===== config.mk =====
export PLATFORM = sky130hd
export DESIGN_NAME = trend_reversal_finder_flat
export DESIGN_NICKNAME = d
export VERILOG_FILES = /design/src/trf_pkg.sv /design/src/trf_if.sv /design/src/trend_reversal_finder.sv /design/src/trf_judge.sv /design/src/flat_wrapper.sv
export SDC_FILE = /design/constraint.sdc
export NUM_CORES = 1
export LEC_CHECK = 0
export ABC_AREA = 1
export BUFFER_PORTS_ARGS = -buffer_cell sky130_fd_sc_hd__buf_2
export CAP_MARGIN = 20
export CORE_ASPECT_RATIO = 1.75
export CORE_MARGIN = 2
export CORE_UTILIZATION = 65
export CTS_BUF_LIST = sky130_fd_sc_hd__clkbuf_2 sky130_fd_sc_hd__clkbuf_4 sky130_fd_sc_hd__clkbuf_8
export CTS_CLUSTER_SIZE = 14
export DETAILED_ROUTE_END_ITERATION = 8
export GPL_ROUTABILITY_DRIVEN = 0
export PLACE_DENSITY = 0.84
export SLEW_MARGIN = 20
export SYNTH_ARGS = -nofsm -noshare
export SYNTH_HDL_FRONTEND = slang
export SYNTH_SLANG_ARGS = --single-unit

===== constraint.sdc =====
create_clock -name clk -period 8.58 [get_ports clk]
set_input_delay 1.716 -clock clk [delete_from_list [all_inputs] [get_ports clk]]
set_output_delay 1.716 -clock clk [all_outputs]
set_load 0.1 [all_outputs]

===== src/trf_pkg.sv =====
// trf_pkg: shared types and helpers for the trend reversal finder.
// No dependencies; used by the channel interfaces and all modules.

package trf_pkg;

  localparam int SAMPLE_W = 16;
  localparam int INDEX_W  = 9;

  typedef logic signed [SAMPLE_W-1:0] sample_t;
  typedef logic [INDEX_W-1:0]         index_t;

  // Trend direction between two samples; 2'b10 has no meaning.
  typedef enum logic [1:0] {
    DIR_FLAT = 2'b00,
    DIR_UP   = 2'b01,
    DIR_DOWN = 2'b11
  } dir_t;

  // Trend state carried from one judged sample to the next.
  typedef struct packed {
    sample_t value;
    logic    missing;
    dir_t    direction;
  } prior_t;

  // Direction from b to a.
  function automatic dir_t dir_of(sample_t a, sample_t b);
    dir_t d;
    if (a < b) begin
      d = DIR_DOWN;
    end else if (a > b) begin
      d = DIR_UP;
    end else begin
      d = DIR_FLAT;
    end
    return d;
  endfunction

endpackage


===== src/trf_if.sv =====
// Valid/ready channels of the trend reversal finder: samples in, turns out.
// Depends on trf_pkg.

interface trf_sample_if;
  logic              valid;
  logic              ready;
  trf_pkg::sample_t  sample_value;
  logic              sample_missing;
  logic              frame_last;

  modport source (output valid, sample_value, sample_missing, frame_last, input ready);
  modport sink   (input valid, sample_value, sample_missing, frame_last, output ready);
endinterface

interface trf_turn_if;
  logic             valid;
  logic             ready;
  trf_pkg::index_t  turn_index;
  logic             turn_found;

  modport source (output valid, turn_index, turn_found, input ready);
  modport sink   (input valid, turn_index, turn_found, output ready);
endinterface


===== src/trend_reversal_finder.sv =====
// trend_reversal_finder: one-sample-per-cycle turning point search over framed series.
// Depends on trf_pkg, trf_if (trf_sample_if, trf_turn_if) and trf_judge.
//
// Usage:
//   samples: valid/ready stream of sample_value, sample_missing, frame_last.
//   turns:   one item per frame, sent after the frame_last sample; turn_index
//            is the reversal position minus one (1 when none), turn_found flags
//            whether a reversal was seen.
//   cfg_write/cfg_data write pick_last (0 keeps first reversal, 1 keeps last).
// Each sample is held one step so it can be judged against the next one.
// Throughput: one sample per cycle while no frame_last sample waits for the result
// register; the input register and the compare logic behind it advance whenever
// that holds. Result path: input register, then result register.
// Stall: if the turns receiver holds ready low, the result waits in the
// output register; only a following frame_last sample blocks, earlier samples
// of the next frame still flow.
// Reset (rst, synchronous) clears frame state, pick_last and both valids.
// Frames longer than MAX_SERIES still run; late positions never count.

module trend_reversal_finder #(
  parameter int MAX_SERIES = 256
) (
  input  logic               clk,
  input  logic               rst,
  input  logic               cfg_write,
  input  logic               cfg_data,
  trf_sample_if.sink         samples,
  trf_turn_if.source         turns
);

  localparam int CNT_W = $clog2(MAX_SERIES + 2);

  typedef logic [CNT_W-1:0] cnt_t;

  localparam cnt_t POS_MIN  = CNT_W'(2);
  localparam cnt_t POS_LIM  = CNT_W'(MAX_SERIES);
  localparam cnt_t CNT_SAT  = CNT_W'(MAX_SERIES + 1);

  logic pick_last;

  // input register
  logic             s1_valid;
  trf_pkg::sample_t s1_value;
  logic             s1_missing;
  logic             s1_last;

  // frame state
  trf_pkg::prior_t  prior;
  trf_pkg::sample_t held_value;
  logic             held_missing;
  logic             held_valid;
  cnt_t             count;
  cnt_t             best;
  logic             done;
  logic             seen;

  // result register
  logic             res_valid;
  trf_pkg::index_t  res_index;
  logic             res_found;

  logic             adv;
  trf_pkg::dir_t    ahead_dir;
  cnt_t             pos_h;
  logic             pos_ok_h;
  logic             pos_ok_c;
  trf_pkg::prior_t  prior_j1;
  logic             hit_h;
  logic             hit1;
  logic             hit2;
  trf_pkg::prior_t  prior1;
  cnt_t             best1;
  logic             seen1;
  logic             done1;
  cnt_t             best2;
  logic             seen2;
  cnt_t             idx_wide;

  // only a frame_last item needs room in the result register
  assign adv = s1_valid && (!s1_last || !res_valid || turns.ready);
  assign samples.ready = !s1_valid || adv;

  assign turns.valid      = res_valid;
  assign turns.turn_index = res_index;
  assign turns.turn_found = res_found;

  // judge the held sample with the incoming one as look-ahead
  always_comb begin
    if (s1_missing) begin
      ahead_dir = trf_pkg::DIR_UP;
    end else if (held_missing) begin
      ahead_dir = trf_pkg::DIR_FLAT;
    end else begin
      ahead_dir = trf_pkg::dir_of(s1_value, held_value);
    end
  end

  assign pos_h    = count - 1'b1;
  assign pos_ok_h = (pos_h >= POS_MIN) && (pos_h < POS_LIM);
  assign pos_ok_c = (count >= POS_MIN) && (count < POS_LIM);

  trf_judge u_judge_held (
    .prior      (prior),
    .done       (done),
    .value      (held_value),
    .missing    (held_missing),
    .pos_ok     (pos_ok_h),
    .ahead_same (1'b0),
    .ahead_dir  (ahead_dir),
    .prior_next (prior_j1),
    .hit        (hit_h)
  );

  assign hit1 = held_valid && hit_h;

  always_comb begin
    prior1 = held_valid ? prior_j1 : prior;
    best1  = hit1 ? pos_h : best;
    seen1  = seen | hit1;
    done1  = done | (hit1 & ~pick_last);
    // first sample of a frame compares with itself
    if (count == '0) begin
      prior1.value   = s1_value;
      prior1.missing = s1_missing;
    end
  end

  // last sample of a frame: judged at once, look-ahead equals its own direction
  trf_judge u_judge_last (
    .prior      (prior1),
    .done       (done1),
    .value      (s1_value),
    .missing    (s1_missing),
    .pos_ok     (pos_ok_c),
    .ahead_same (1'b1),
    .ahead_dir  (trf_pkg::DIR_FLAT),
    .prior_next (),
    .hit        (hit2)
  );

  assign best2    = hit2 ? count : best1;
  assign seen2    = seen1 | hit2;
  assign idx_wide = best2 - 1'b1;

  always_ff @(posedge clk) begin
    if (rst) begin
      pick_last <= 1'b0;
    end else if (cfg_write) begin
      pick_last <= cfg_data;
    end
  end

  always_ff @(posedge clk) begin
    if (rst) begin
      s1_valid <= 1'b0;
    end else if (samples.valid && samples.ready) begin
      s1_valid <= 1'b1;
    end else if (adv) begin
      s1_valid <= 1'b0;
    end
  end

  always_ff @(posedge clk) begin
    if (samples.valid && samples.ready) begin
      s1_value   <= samples.sample_value;
      s1_missing <= samples.sample_missing;
      s1_last    <= samples.frame_last;
    end
  end

  always_ff @(posedge clk) begin
    if (rst || (adv && s1_last)) begin
      prior        <= '{value: '0, missing: 1'b0, direction: trf_pkg::DIR_FLAT};
      held_value   <= '0;
      held_missing <= 1'b0;
      held_valid   <= 1'b0;
      count        <= '0;
      best         <= POS_MIN;
      done         <= 1'b0;
      seen         <= 1'b0;
    end else if (adv) begin
      prior        <= prior1;
      held_value   <= s1_value;
      held_missing <= s1_missing;
      held_valid   <= 1'b1;
      if (count < CNT_SAT) begin
        count <= count + 1'b1;
      end
      best <= best1;
      done <= done1;
      seen <= seen1;
    end
  end

  always_ff @(posedge clk) begin
    if (rst) begin
      res_valid <= 1'b0;
    end else if (adv && s1_last) begin
      res_valid <= 1'b1;
    end else if (turns.ready) begin
      res_valid <= 1'b0;
    end
  end

  always_ff @(posedge clk) begin
    if (adv && s1_last) begin
      res_index <= trf_pkg::INDEX_W'(idx_wide);
      res_found <= seen2;
    end
  end

`ifndef ASSERT_OFF
  a_rise_from_last: assert property (@(posedge clk) disable iff (rst)
    $rose(res_valid) |-> $past(adv && s1_last))
    else $error("result appeared without a frame_last item");

  a_frame_cleared: assert property (@(posedge clk) disable iff (rst)
    (adv && s1_last) |=> (count == '0) && !held_valid && !seen && !done)
    else $error("frame state not cleared after frame end");

  a_none_index: assert property (@(posedge clk) disable iff (rst)
    (res_valid && !res_found) |-> (res_index == trf_pkg::INDEX_W'(1)))
    else $error("no reversal but index is not one");

  a_held_count: assert property (@(posedge clk) disable iff (rst)
    held_valid |-> (count != '0))
    else $error("sample held with zero position count");

  a_done_seen: assert property (@(posedge clk) disable iff (rst)
    done |-> seen)
    else $error("search stopped without a reversal");
`endif

endmodule


===== src/trf_judge.sv =====
// trf_judge: decides whether one sample is a trend reversal and updates
// the carried trend state. Purely combinational. Depends on trf_pkg.

module trf_judge (
  input  trf_pkg::prior_t  prior,
  input  logic             done,
  input  trf_pkg::sample_t value,
  input  logic             missing,
  input  logic             pos_ok,
  input  logic             ahead_same,
  input  trf_pkg::dir_t    ahead_dir,
  output trf_pkg::prior_t  prior_next,
  output logic             hit
);

  trf_pkg::dir_t dir;
  trf_pkg::dir_t fut;

  // a missing previous sample counts as above any value
  assign dir = prior.missing ? trf_pkg::DIR_DOWN : trf_pkg::dir_of(value, prior.value);
  assign fut = ahead_same ? dir : ahead_dir;

  assign hit = !done && !missing && pos_ok && (dir != trf_pkg::DIR_FLAT) &&
               (dir != prior.direction) && (fut == dir);

  always_comb begin
    prior_next = prior;
    if (!done) begin
      prior_next.value   = value;
      prior_next.missing = missing;
      if (!missing) begin
        prior_next.direction = dir;
      end
    end
  end

endmodule

===== src/flat_wrapper.sv =====
// flat-port wrapper written by rule: the top's interface ports become plain ports
module trend_reversal_finder_flat 
#(
  parameter int MAX_SERIES = 256
)
  (clk, rst, cfg_write, cfg_data, samples_valid, samples_sample_value, samples_sample_missing, samples_frame_last, samples_ready, turns_valid, turns_turn_index, turns_turn_found, turns_ready);
  trf_sample_if samples_i ();
  trf_turn_if turns_i ();
  input  logic clk;
  input  logic rst;
  input  logic cfg_write;
  input  logic cfg_data;
  input wire logic [$bits(samples_i.valid)-1:0] samples_valid;
  input wire logic [$bits(samples_i.sample_value)-1:0] samples_sample_value;
  input wire logic [$bits(samples_i.sample_missing)-1:0] samples_sample_missing;
  input wire logic [$bits(samples_i.frame_last)-1:0] samples_frame_last;
  output wire logic [$bits(samples_i.ready)-1:0] samples_ready;
  output wire logic [$bits(turns_i.valid)-1:0] turns_valid;
  output wire logic [$bits(turns_i.turn_index)-1:0] turns_turn_index;
  output wire logic [$bits(turns_i.turn_found)-1:0] turns_turn_found;
  input wire logic [$bits(turns_i.ready)-1:0] turns_ready;
  assign samples_i.valid = samples_valid;
  assign samples_i.sample_value = samples_sample_value;
  assign samples_i.sample_missing = samples_sample_missing;
  assign samples_i.frame_last = samples_frame_last;
  assign samples_ready = samples_i.ready;
  assign turns_valid = turns_i.valid;
  assign turns_turn_index = turns_i.turn_index;
  assign turns_turn_found = turns_i.turn_found;
  assign turns_i.ready = turns_ready;
  trend_reversal_finder #(.MAX_SERIES(MAX_SERIES)) u_core (.clk(clk), .rst(rst), .cfg_write(cfg_write), .cfg_data(cfg_data), .samples(samples_i), .turns(turns_i));
endmodule

==> results by group <==
Pwr
  • Net switching power figure: 0.334 mW
  • Comb pwr share: 0.250
  • Power share of the clock group: 0.270
  • Max IR drop VDD: 0.125 mV
  • Leak: about 2.7 nW
  • Int Power: 0.641 mW
  • P per Cell Area: 165 mW/mm^2
  • Sw frac: 0.342
  • Reg power frac: 0.479

Drt
  • Vias per cell: between 5 and 6
  • Drc violations: 0
  • Via count: 4846
  • Post-Route WL: 12.8 mm
  • Wire per inst: between 15 and 20 microns
  • Initial DRC Count: ~210
  • 1st-pass router iterations: 5
  • Final antenna-violating net count: 0

CTS
  • H-tree Lvls: 3
  • CTS tree: yes
  • Post_cts resized: 0
  • Clk sinks: 88
  • CTS Buf Count: 9
  • Clock transition at path regs: 0.09 ns
  • CTS hold repair buffers: 0
  • Setup bufs post-CTS: 0
  • Root Buffer: clkbuf_8
  • Worst skew pair latency: 0.37 ns
  • CTS Buffer Depth: 2

Hold path
  • Hold Crit Depth: 2
  • Worst hold path class: reg2reg

Outcome
  • Status: completed

Synth
  • Register bit total from synthesis: between 80 and 90
  • Average size of a mapped cell: 7.76 sq um
  • Sequential share of the synthesized area: 0.371
  • Cell variety after synth: 44
  • Number of warnings issued by yosys: 0
  • Post-Synthesis Cells: just over 700
  • Syn Nets: slightly below 800
  • Mapped cell area: ~0.0055 sq mm

Setup path
  • Required @ worst endpoint: 8.71 ns
  • Crit Path Class: reg2reg
  • Slowest-stage cell, CP: dfxtp_1
  • Cells on worst reg2reg path: 31
  • Worst setup SP type: flop
  • Critical Path Sink Type: flop
  • CP max stage delay: between 0.3 and 0.4 ns
  • Crit path arrival time: ~4.4 ns
  • Most frequent cell on the critical path: nand2_1
  • Crit-path max FO: 30

Place
  • Dpl hpwl: about 9.6 mm
  • PortBufs: 35

Timing
  • Hold Vio Cnt, Final: 0
  • Worst-margin pin slew: about 0.85 ns
  • RSZ-0062 raised after global routing: no
  • Final setup viols: 0
  • Min Hold Slack: 0.456 ns
  • Fin crit share: 0.495
  • Max-slew headroom: 0.434
  • Final Skew: between 0.007 and 0.008 ns
  • Tmin final: about 4.2 ns
  • FMAX: 235 MHz
  • Setup TNS: 0 ns
  • Final Max Slew Viols: 0

Floorplanning
  • Die Height: 126 microns
  • # rows: between 40 and 50
  • Top Ports: 36
  • Die area: 0.00925 sq mm
  • Core area: approximately 0.0083 sq mm
  • Initial core utilization: 0.667
  • Horiz. Die Dim: between 70 and 80 microns

Cells and area
  • N_diodes: 0
  • Leading cell type in the layout, fill and taps excluded: nand2_1
  • Synth-to-Final Area Change: 7.43%
  • Layout cells sized above 1: 0.149
  • Fillcell total: about 650
  • Most frequent cells in the layout: nand2_1, inv_1, a21oi_1
  • Layout net count: ~820

Run
  • Max-cap viol count: 0

Global routing
  • Initial antenna violation count: 0
  • Pin count of the biggest net entering global routing: 55
  • Vias in the first global route: between 4000 and 5000
  • First-pass GRT wire length: between 20 and 25 mm
  • Grt ovf: 0
  • Total track usage: 0.294
==> stage by stage <==
step                      cells  cell area [sq um]  setup WS (ns)   util  total power [mW]
after CTS                   836               5920           4.33  0.717             0.977
final                       836               5920           4.33  0.717             0.974
after global placement      820               5740           4.36  0.695             0.707
after global routing        836               5920           3.85  0.717              1.02
after detailed placement    820               5740           4.32  0.695             0.718
after floorplan             710               5510           4.22      -             0.660
==> per-layer routing <==
layer	vias up	track usage	share of wire
li1	2424	-	-
met1	2244	0.297	0.36
met2	124	0.541	0.55
met3	54	0.0392	0.027
met4	0	0.175	0.055
met5	-	0	0
==> logic make-up after synthesis <==
logic type               count (synthesis)  synth area share
AND/OR/NAND/NOR                        276             0.243
AO/OA/AOI/OAI                          163             0.166
buffers and inverters                  123            0.0877
flip-flops                              88             0.371
adder cells (fa/ha/maj)                 53             0.120
XOR/XNOR                                 7            0.0125
==> area by class of cell <==
| type | count | area [sq um] | share of cell area |
|---|---|---|---|
| Clock buffer | 10 | 131 | 0.0222 |
| Timing Repair Buffer | 38 | 198 | 0.0334 |
| Inverter | 103 | 389 | 0.0658 |
| Multi-Input combinational cell | 499 | 3000 | 0.507 |
| Clock inverter | 6 | 42.5 | 0.00719 |
| Tap cell | 92 | 115 | 0.0195 |
| Sequential cell | 88 | 2040 | 0.345 |
==> registers in the layout, summed over array words and instances (netlist names) <==
register                 count
u_core.held_value           16
u_core.turns.turn_found      1
u_core.s1_missing            1
u_core.seen                  1
u_core.turns.turn_index      9
u_core.turns.valid           1
u_core.best                  9
u_core.s1_value             16
u_core.held_missing          1
u_core.prior                19
u_core.held_valid            1
u_core.done                  1
u_core.s1_valid              1
u_core.s1_last               1
u_core.pick_last             1
u_core.count                 9
==> path summary, 6_finish.rpt <==
path                           endpoint  slack (ns)       startpoint
max          u_core.turns.turn_index[6]        4.33  u_core.count[0]
min                      u_core.best[3]        0.46   u_core.best[3]
max reg2reg  u_core.turns.turn_index[6]        4.33  u_core.count[0]
min reg2reg              u_core.best[3]        0.46   u_core.best[3]
==> synth_stat cells (all sizes together) <==
library cell / number / area, sq um
o211ai: 2 / 15.0
a211oi: 15 / 113
ha: 53 / 663
nor3b: 1 / 7.51
a2111oi: 1 / 8.76
and2: 1 / 8.76
edfxtp: 28 / 841
nand2: 166 / 688
xor2: 5 / 51.3
a21o: 2 / 15.0
a31oi: 2 / 12.5
nor3: 6 / 41.3
buf: 2 / 26.3
dfxtp: 60 / 1200
xnor2: 2 / 17.5
nand4: 12 / 75.1
clkinv: 2 / 7.51
nor4: 3 / 33.8
o21bai: 2 / 15.0
nor2: 52 / 245
nand3: 32 / 218
a21oi: 93 / 484
nand3b: 1 / 7.51
or2: 2 / 12.5
o21a: 2 / 15.0
o21ai: 44 / 235
inv: 101 / 382
clkbuf: 18 / 67.6
==> critical path, delay by kind of cell (launching register included) <==
family	cells	cell delay, ns
adder cells (fa/ha/maj)	3	0.68
flip-flops	1	0.37
AO/OA/AOI/OAI	4	0.49
buffers and inverters	5	0.81
AND/OR/NAND/NOR	19	1.63
==> power by group through the flow <==
stage	registers (mW)	clock network (mW)	logic, mW
after detailed placement	0.476	0	0.241
after global routing	0.469	0.281	0.275
after floorplan	0.487	0	0.173
final	0.467	0.263	0.244
after CTS	0.467	0.268	0.243
after global placement	0.475	0	0.232
Note: power is estimated with default switching activity, not from simulation.
